**config.mk**
```make
export PLATFORM = sky130hd
export DESIGN_NAME = gamepad_robot_mode_controller
export DESIGN_NICKNAME = d
export VERILOG_FILES = /design/src/design/grmc_pkg.sv /design/src/design/gamepad_robot_mode_controller.sv
export SDC_FILE = /design/constraint.sdc
export NUM_CORES = 2
export LEC_CHECK = 0
export BUFFER_PORTS_ARGS = -buffer_cell sky130_fd_sc_hd__buf_2
export CAP_MARGIN = 30
export CORE_ASPECT_RATIO = 0.6
export CORE_MARGIN = 5
export CORE_UTILIZATION = 44
export DETAILED_ROUTE_END_ITERATION = 8
export GPL_ROUTABILITY_DRIVEN = 0
export HOLD_SLACK_MARGIN = 0.05
export PLACE_DENSITY = 0.67
export SLEW_MARGIN = 20
export SYNTH_ARGS = -nofsm -noshare
export SYNTH_HDL_FRONTEND = slang
export SYNTH_SLANG_ARGS = --single-unit
```
**constraint.sdc**
```tcl
create_clock -name i_clk -period 8 [get_ports i_clk]
set_input_delay 0.8 -clock i_clk [delete_from_list [all_inputs] [get_ports i_clk]]
set_output_delay 0.8 -clock i_clk [all_outputs]
set_load 0.02 [all_outputs]
```
**src/design/grmc_pkg.sv**
```systemverilog
// Package for the gamepad robot mode controller.
// Holds the item structs, register indexes, mode codes and the stick scaling function.
// No dependencies.
package grmc_pkg;

    localparam int AXIS_W     = 16;
    localparam int GAIN_W     = 16;
    localparam int HEIGHT_W   = 8;
    localparam int STEP_W     = 7;
    localparam int CYCLE_W    = 2;
    localparam int MODE_W     = 3;
    localparam int CMD_W      = 20;
    localparam int CFG_IDX_W  = 3;
    localparam int CFG_DATA_W = 16;
    localparam int FRAC_SHIFT = 12;
    localparam int PROD_W     = AXIS_W + GAIN_W + 2;
    localparam int QUO_W      = PROD_W - FRAC_SHIFT;

    // Configuration register indexes.
    localparam logic [CFG_IDX_W-1:0] CFG_LINEAR_GAIN = 3'd0;
    localparam logic [CFG_IDX_W-1:0] CFG_YAW_GAIN    = 3'd1;
    localparam logic [CFG_IDX_W-1:0] CFG_PITCH_GAIN  = 3'd2;
    localparam logic [CFG_IDX_W-1:0] CFG_HEIGHT_MAX  = 3'd3;
    localparam logic [CFG_IDX_W-1:0] CFG_HEIGHT_MIN  = 3'd4;
    localparam logic [CFG_IDX_W-1:0] CFG_HEIGHT_STEP = 3'd5;
    localparam logic [CFG_IDX_W-1:0] CFG_CYCLE_MODES = 3'd6;

    // Register reset values.
    localparam logic [GAIN_W-1:0]          RST_LINEAR_GAIN = 16'd4096;
    localparam logic [GAIN_W-1:0]          RST_YAW_GAIN    = 16'd8192;
    localparam logic [GAIN_W-1:0]          RST_PITCH_GAIN  = 16'd2130;
    localparam logic signed [HEIGHT_W-1:0] RST_HEIGHT_MAX  = 8'sd4;
    localparam logic signed [HEIGHT_W-1:0] RST_HEIGHT_MIN  = -8'sd28;
    localparam logic [STEP_W-1:0]          RST_HEIGHT_STEP = 7'd2;
    localparam logic [CYCLE_W-1:0]         RST_CYCLE_MODES = 2'd3;

    // Locomotion modes. Modes zero to MODE_WALK_LAST are the walking modes.
    localparam logic [MODE_W-1:0] MODE_WALK_FIRST = 3'd0;
    localparam logic [MODE_W-1:0] MODE_WALK_LAST  = 3'd2;
    localparam logic [MODE_W-1:0] MODE_STAND_DOWN = 3'd5;
    localparam logic [MODE_W-1:0] MODE_STAND_UP   = 3'd6;
    localparam logic [MODE_W-1:0] MODE_DAMPED     = 3'd7;

    localparam logic signed [PROD_W-1:0] ROUND_HALF = 34'sd2048;
    localparam logic signed [QUO_W-1:0]  CMD_MAX    = 22'sd524287;
    localparam logic signed [QUO_W-1:0]  CMD_MIN    = -22'sd524288;

    typedef struct packed {
        logic                     btn_start;
        logic                     btn_a;
        logic                     btn_b;
        logic                     btn_lb;
        logic signed [AXIS_W-1:0] axis_fb;
        logic signed [AXIS_W-1:0] axis_lr;
        logic signed [AXIS_W-1:0] axis_yaw;
        logic signed [AXIS_W-1:0] axis_pitch;
        logic signed [AXIS_W-1:0] dpad_vertical;
    } t_in_item;

    typedef struct packed {
        logic [MODE_W-1:0]          mode_out;
        logic signed [HEIGHT_W-1:0] height_out;
        logic                       standing_out;
        logic signed [CMD_W-1:0]    vel_forward;
        logic signed [CMD_W-1:0]    vel_lateral;
        logic signed [CMD_W-1:0]    yaw_rate;
        logic signed [CMD_W-1:0]    pitch_angle;
    } t_out_item;

    // Previous levels of the START, A and B buttons and the d-pad directions, for press detection.
    typedef struct packed {
        logic down;
        logic up;
        logic b;
        logic a;
        logic start;
    } t_hist;

    // Q1.15 stick times unsigned Q4.12 gain, rounded half up to Q5.15 and saturated.
    function automatic logic signed [CMD_W-1:0] scale_axis(
        input logic signed [AXIS_W-1:0] axis,
        input logic [GAIN_W-1:0]        gain
    );
        logic signed [PROD_W-1:0] prod;
        logic signed [QUO_W-1:0]  quo;
        prod = $signed(axis) * $signed({1'b0, gain});
        prod = prod + ROUND_HALF;
        quo  = prod[PROD_W-1:FRAC_SHIFT];
        if (quo > CMD_MAX) begin
            return CMD_MAX[CMD_W-1:0];
        end else if (quo < CMD_MIN) begin
            return CMD_MIN[CMD_W-1:0];
        end else begin
            return quo[CMD_W-1:0];
        end
    endfunction

endpackage

```
**src/design/gamepad_robot_mode_controller.sv**
```systemverilog
// Gamepad robot mode controller: an accepted input item waits in the input register
// and its result moves into the result register once that one is empty or drained.
// Throughput one report per cycle unless the receiver stalls; an input register feeds
// the mode logic and four stick multipliers, whose outputs land in a result register.
// Synchronous active-low reset clears both valid bits, the mode (walking mode zero),
// the height offset, the edge history, sets the standing flag, reloads the config.
// Depends on grmc_pkg.
module gamepad_robot_mode_controller (
    input  logic                                i_clk,
    input  logic                                i_rst_n,
    input  logic                                i_in_valid,
    output logic                                o_in_ready,
    input  grmc_pkg::t_in_item                  i_in_item,
    output logic                                o_out_valid,
    input  logic                                i_out_ready,
    output grmc_pkg::t_out_item                 o_out_item,
    input  logic                                i_cfg_we,
    input  logic [grmc_pkg::CFG_IDX_W-1:0]      i_cfg_idx,
    input  logic [grmc_pkg::CFG_DATA_W-1:0]     i_cfg_data
);
    import grmc_pkg::*;

    // Configuration registers.
    logic [GAIN_W-1:0]          r_linear_gain;
    logic [GAIN_W-1:0]          r_yaw_gain;
    logic [GAIN_W-1:0]          r_pitch_gain;
    logic signed [HEIGHT_W-1:0] r_height_max;
    logic signed [HEIGHT_W-1:0] r_height_min;
    logic [STEP_W-1:0]          r_height_step;
    logic [CYCLE_W-1:0]         r_cycle_modes;

    // Controller state, updated as each report leaves the input register.
    logic [MODE_W-1:0]          r_mode, n_mode;
    logic                       r_standing, n_standing;
    logic signed [HEIGHT_W-1:0] r_height, n_height;
    t_hist                      r_hist, n_hist;

    // Input register and result register.
    t_in_item  r_in;
    logic      r_in_vld;
    t_out_item r_out, n_out;
    logic      r_out_vld;

    logic move;
    logic up_lvl, down_lvl;
    logic start_t, a_t, b_t, up_t, down_t;
    logic [CYCLE_W-1:0]      cyc_sum;
    logic signed [HEIGHT_W:0] h_up, h_down;

    // A report moves on when the result register is empty or being drained;
    // the input register refills in the same cycle, so reports stream back to back.
    assign move        = r_in_vld && (!r_out_vld || i_out_ready);
    assign o_in_ready  = !r_in_vld || move;
    assign o_out_valid = r_out_vld;
    assign o_out_item  = r_out;

    // Press detection: a level of one whose previous level was zero.
    assign up_lvl   = (r_in.dpad_vertical > 16'sd0);
    assign down_lvl = r_in.dpad_vertical[AXIS_W-1];
    assign start_t  = r_in.btn_start && !r_hist.start;
    assign a_t      = r_in.btn_a && !r_hist.a;
    assign b_t      = r_in.btn_b && !r_hist.b;
    assign up_t     = up_lvl && !r_hist.up;
    assign down_t   = down_lvl && !r_hist.down;

    // Walking mode cycle: the sum stays below twice the cycle count, so one
    // compare and subtract gives the modulo. A count of zero behaves as one.
    assign cyc_sum = r_mode[CYCLE_W-1:0] + 2'd1;
    assign h_up    = {r_height[HEIGHT_W-1], r_height} + $signed({2'b00, r_height_step});
    assign h_down  = {r_height[HEIGHT_W-1], r_height} - $signed({2'b00, r_height_step});

    always_comb begin
        n_mode     = r_mode;
        n_standing = r_standing;
        n_height   = r_height;
        n_hist     = '{down: down_lvl, up: up_lvl, b: r_in.btn_b,
                       a: r_in.btn_a, start: r_in.btn_start};

        // Events within one report are applied in a fixed order; later ones win.
        if (r_mode <= MODE_WALK_LAST) begin
            if (start_t) begin
                if (r_cycle_modes <= 2'd1) begin
                    n_mode = MODE_WALK_FIRST;
                end else if (cyc_sum >= r_cycle_modes) begin
                    n_mode = {1'b0, cyc_sum - r_cycle_modes};
                end else begin
                    n_mode = {1'b0, cyc_sum};
                end
                n_standing = 1'b1;
            end
            // Height moves clamp only on the side they move toward. Up and down
            // are never pressed in the same report, so both start from the
            // stored height.
            if (up_t) begin
                if (h_up > $signed({r_height_max[HEIGHT_W-1], r_height_max})) begin
                    n_height = r_height_max;
                end else begin
                    n_height = h_up[HEIGHT_W-1:0];
                end
                n_standing = 1'b1;
            end
            if (down_t) begin
                if (h_down < $signed({r_height_min[HEIGHT_W-1], r_height_min})) begin
                    n_height = r_height_min;
                end else begin
                    n_height = h_down[HEIGHT_W-1:0];
                end
                n_standing = 1'b1;
            end
            if (r_in.btn_lb && a_t) begin
                n_mode     = MODE_STAND_UP;
                n_standing = 1'b1;
            end
        end else if (r_mode == MODE_STAND_DOWN) begin
            if ((r_in.btn_lb && a_t) || start_t) begin
                n_mode     = MODE_STAND_UP;
                n_standing = 1'b1;
            end
            if (r_in.btn_lb && b_t) begin
                n_mode     = MODE_DAMPED;
                n_standing = 1'b0;
            end
        end else if (r_mode == MODE_STAND_UP) begin
            if (r_in.btn_lb && a_t) begin
                n_mode     = MODE_STAND_DOWN;
                n_standing = 1'b0;
            end
            if (start_t) begin
                n_mode     = MODE_WALK_FIRST;
                n_standing = 1'b1;
            end
        end else if (r_mode == MODE_DAMPED) begin
            if (start_t) begin
                n_mode     = MODE_STAND_DOWN;
                n_standing = 1'b0;
            end
            // Leaving damping goes to the posture opposite the current flag.
            if (r_in.btn_lb && a_t) begin
                n_mode     = n_standing ? MODE_STAND_DOWN : MODE_STAND_UP;
                n_standing = 1'b1;
            end
        end
        // Modes three and four are never entered and hold under every button.

        n_out.mode_out     = n_mode;
        n_out.height_out   = n_height;
        n_out.standing_out = n_standing;
        n_out.vel_forward  = scale_axis(r_in.axis_fb, r_linear_gain);
        n_out.vel_lateral  = scale_axis(r_in.axis_lr, r_linear_gain);
        n_out.yaw_rate     = scale_axis(r_in.axis_yaw, r_yaw_gain);
        n_out.pitch_angle  = scale_axis(r_in.axis_pitch, r_pitch_gain);
    end

    always_ff @(posedge i_clk) begin
        if (!i_rst_n) begin
            r_linear_gain <= RST_LINEAR_GAIN;
            r_yaw_gain    <= RST_YAW_GAIN;
            r_pitch_gain  <= RST_PITCH_GAIN;
            r_height_max  <= RST_HEIGHT_MAX;
            r_height_min  <= RST_HEIGHT_MIN;
            r_height_step <= RST_HEIGHT_STEP;
            r_cycle_modes <= RST_CYCLE_MODES;
            r_mode        <= MODE_WALK_FIRST;
            r_standing    <= 1'b1;
            r_height      <= '0;
            r_hist        <= '0;
            r_in_vld      <= 1'b0;
            r_out_vld     <= 1'b0;
        end else begin
            if (i_cfg_we) begin
                case (i_cfg_idx)
                    CFG_LINEAR_GAIN: r_linear_gain <= i_cfg_data[GAIN_W-1:0];
                    CFG_YAW_GAIN:    r_yaw_gain    <= i_cfg_data[GAIN_W-1:0];
                    CFG_PITCH_GAIN:  r_pitch_gain  <= i_cfg_data[GAIN_W-1:0];
                    CFG_HEIGHT_MAX:  r_height_max  <= $signed(i_cfg_data[HEIGHT_W-1:0]);
                    CFG_HEIGHT_MIN:  r_height_min  <= $signed(i_cfg_data[HEIGHT_W-1:0]);
                    CFG_HEIGHT_STEP: r_height_step <= i_cfg_data[STEP_W-1:0];
                    CFG_CYCLE_MODES: r_cycle_modes <= i_cfg_data[CYCLE_W-1:0];
                    default: ;
                endcase
            end
            if (move) begin
                r_mode     <= n_mode;
                r_standing <= n_standing;
                r_height   <= n_height;
                r_hist     <= n_hist;
            end
            if (o_in_ready) begin
                r_in_vld <= i_in_valid;
            end
            if (move) begin
                r_out_vld <= 1'b1;
            end else if (i_out_ready) begin
                r_out_vld <= 1'b0;
            end
        end
    end

    // Payload registers carry no reset.
    always_ff @(posedge i_clk) begin
        if (o_in_ready && i_in_valid) begin
            r_in <= i_in_item;
        end
        if (move) begin
            r_out <= n_out;
        end
    end

endmodule

```
==> impl_metrics.ini <==
[timing]
setup_viol = 0
drv_slew = 0
hold_viol = 0
period_minus_slack_ns = 7.56
max_slew_margin = 0.348
tightest_slew_ns = 0.976
tns_ns = 0
post-route-period-util = 0.945
fmax_mhz = 132
skew_ns = 0.0345
grt_setup_unrepaired = false

[power]
switching_power_uw = 3190
ir_worst_vdd_v = 0.000189
switching_share = 0.437
pwr_density_cell_mw_per_mm2 = 147
p_seq_frac = 0.247
power_frac_comb = 0.544
intPower_uw = 4100
leakagePower_uw = 0.0247
clkPwrFrac = 0.210

[synthesis]
synth.distinct_cells = 81
synthArstFlopShare = 0
syn-instance-count = 4985
synth-main-ff-cell = edfxtp_1
syn_nets = 6388
yosysWarnings = 0
ys_seq_area_frac = 0.155
synth_edf_count = 176
ys_ff_latch = 268
syn_area_per_cell_um2 = 9.22
netlist_area_mm2 = 0.0460

[grt]
track_usage = 0.224
grt_pass1_wl_mm = 197
grt_max_degree = 94
grt_pass1_vias = 34700
grt_overflow = 0
grt_antenna_before_repair = 10

[placed_design]
postPlaceCellArea_mm2 = 0.0485
port_buffers = 201
hpwl_mm = 99.9
dp_cells = 6447

[die]
fp.dieArea_mm2 = 0.111
fp-row-count = 91
fp.coreArea_mm2 = 0.103
die_h_um = 260
io_pins = 202
dieWidth_um = 427
initial_core_util = 0.445

[finish]
syn_to_final_growth_pct = 7.80
fin_cells = 6516
layout-drive-gt1-share = 0.0720
fin_area_mm2 = 0.0496
most-common-layout-cells = 1007 x inv_1, 779 x fa_1, 749 x nand2_1
nets = 6490
layout_commonest_cell = inv_1

[clocking]
cts_tree = yes
cts_inserted_buffers = 30
post-cts-setup-buffers = 0
insertion_delay_ns = 0.65
cts_max_path_buffers = 3
clock-sinks = 268
cts_max_level = 1
ctsHoldBuffers = 0
cts_resized = 0
cts_root_buffer = clkbuf_16
clk_pin_slew_worst_paths_ns = 0.07

[route]
via_per_inst = 5.21
wire_per_inst_um = 18.9
first_pass_iters = 6
drc = 0
totalWireLength_mm = 123
detail-route-antenna-nets = 0
drtIter0Drc = 2699
dr_total_vias = 34000

[worst_setup_path]
cp_max_fo = 19
crit_slowest_cell = dfxtp_1
r2r_setup_slack_ns = 0.44
start_kind = flop
critical_path_class = reg2reg
path_cells = nand2_1, fa_1, fa_1, fa_1, inv_1, fa_1, fa_1, inv_1, fa_1, inv_1, ha_1, nand4_1, nor3_1, nand3_1, a211oi_1, or2_4, a31o_4, mux2_4, a41oi_4, o22ai_1
cp_common_cell = fa_1
slowest_delay_ns = 0.88
worstPathRequired_ns = 8.32
startpoint = r_linear_gain[12]
r2r_start = r_linear_gain[12]
worst_ep_arrival_time_ns = 7.88
end_kind = flop

[hold_path]
worst_hold_path_type = in2reg
hold_start = i_in_item[42]

[job]
maxCapViolations = 0

[outcome]
status = finished clean
registers in the layout, summed over array words and instances (netlist names), 2 cells and up:
name / count
o_out_item: 92
r_in: 80
r_linear_gain: 16
r_pitch_gain: 16
r_yaw_gain: 16
r_height: 8
r_height_max: 8
r_height_min: 8
r_height_step: 7
r_hist: 5
n_hist: 3
r_mode: 3
r_cycle_modes: 2
metal layers:
layer  wire, um  vias to the layer above  track usage
met5         27                        -            0
met4       1950                        4       0.0374
met3      13400                      101       0.0722
met2      47900                     1323        0.298
met1      59800                    16800        0.353
li1           -                    15700            -
layout make-up:
| type | instances | area, um^2 |
|---|---|---|
| sequential | 268 | 7130 |
| inverter | 1008 | 3790 |
| tap | 1395 | 1750 |
| timing repair buffer | 274 | 1560 |
| clock inverter | 15 | 189 |
| fill | 9796 | 53700 |
| antenna | 11 | 27.5 |
| multi-input combinational | 3505 | 34300 |
| clock buffer | 40 | 863 |
cells by family (layout without fill, tap and decap cells):
group,after synthesis,after routing,synth area share
DFF,268,268,0.155
other,0,11,0
adders and majority gates,1295,1295,0.480
and+or+nand+nor,1541,1541,0.160
muxes,8,8,0.00190
xor gates and xnor gates,93,93,0.0177
buffers and inverters,1212,1337,0.100
AOI/OAI and AO/OA,568,568,0.0856
per-stage QoR:
stage	power (uW)	utilization	hold WS [ns]	setup slack, ns
floorplan	4640	-	0.438	1.40
global placement	5680	0.469	0.449	0.722
detailed placement	5730	0.469	0.464	0.549
CTS	7330	0.480	0.279	0.497
global route	7940	0.480	0.289	0.0869
finish	7290	0.480	0.328	0.444
power by group through the flow:
stage	Combinational, uW	Clock, uW	Sequential [uW]
floorplan	2830	0	1810
finish	3960	1530	1800
CTS	3950	1580	1790
global placement	3860	0	1820
global route	4480	1640	1810
detailed placement	3910	0	1820
synth_stat cells (all sizes together) (7+ instances only):
cell type	instances	area, um^2
a31o	7	70.1
a21boi	69	518
nand4	22	138
xor2	34	298
o211ai	24	180
nand3	51	255
o22ai	22	200
and2	461	2880
or3	7	43.8
edfxtp	176	5290
clkbuf	189	712
and3	12	75.1
o21ai	79	403
nor2	132	495
fa	779	15600
o21a	13	97.6
a21oi	127	643
xnor2	59	517
a31oi	17	106
a21o	104	781
o31ai	15	118
o21bai	17	128
nand2	749	2810
nand2b	37	231
nor4	9	56.3
nor3	27	135
nor2b	14	87.6
buf	15	104
dfxtp	92	1840
ha	516	6460
a211oi	18	148
inv	1007	3780
final timing paths:
check | depth (start not counted) | to
min reg2reg | 2 | r_hist[0]
max | 20 | o_out_item[66]
min | 1 | r_in[42]
max reg2reg | 20 | o_out_item[66]
worst max-delay path, delay by kind of cell, from the launching register on:
family	cells	cell delay [ns]
DFF	1	0.88
and+or+nand+nor	5	0.93
muxes	1	0.33
AOI/OAI and AO/OA	4	1.41
buffers and inverters	3	0.18
adders and majority gates	7	3.48
(Power assumes the default switching activity.)
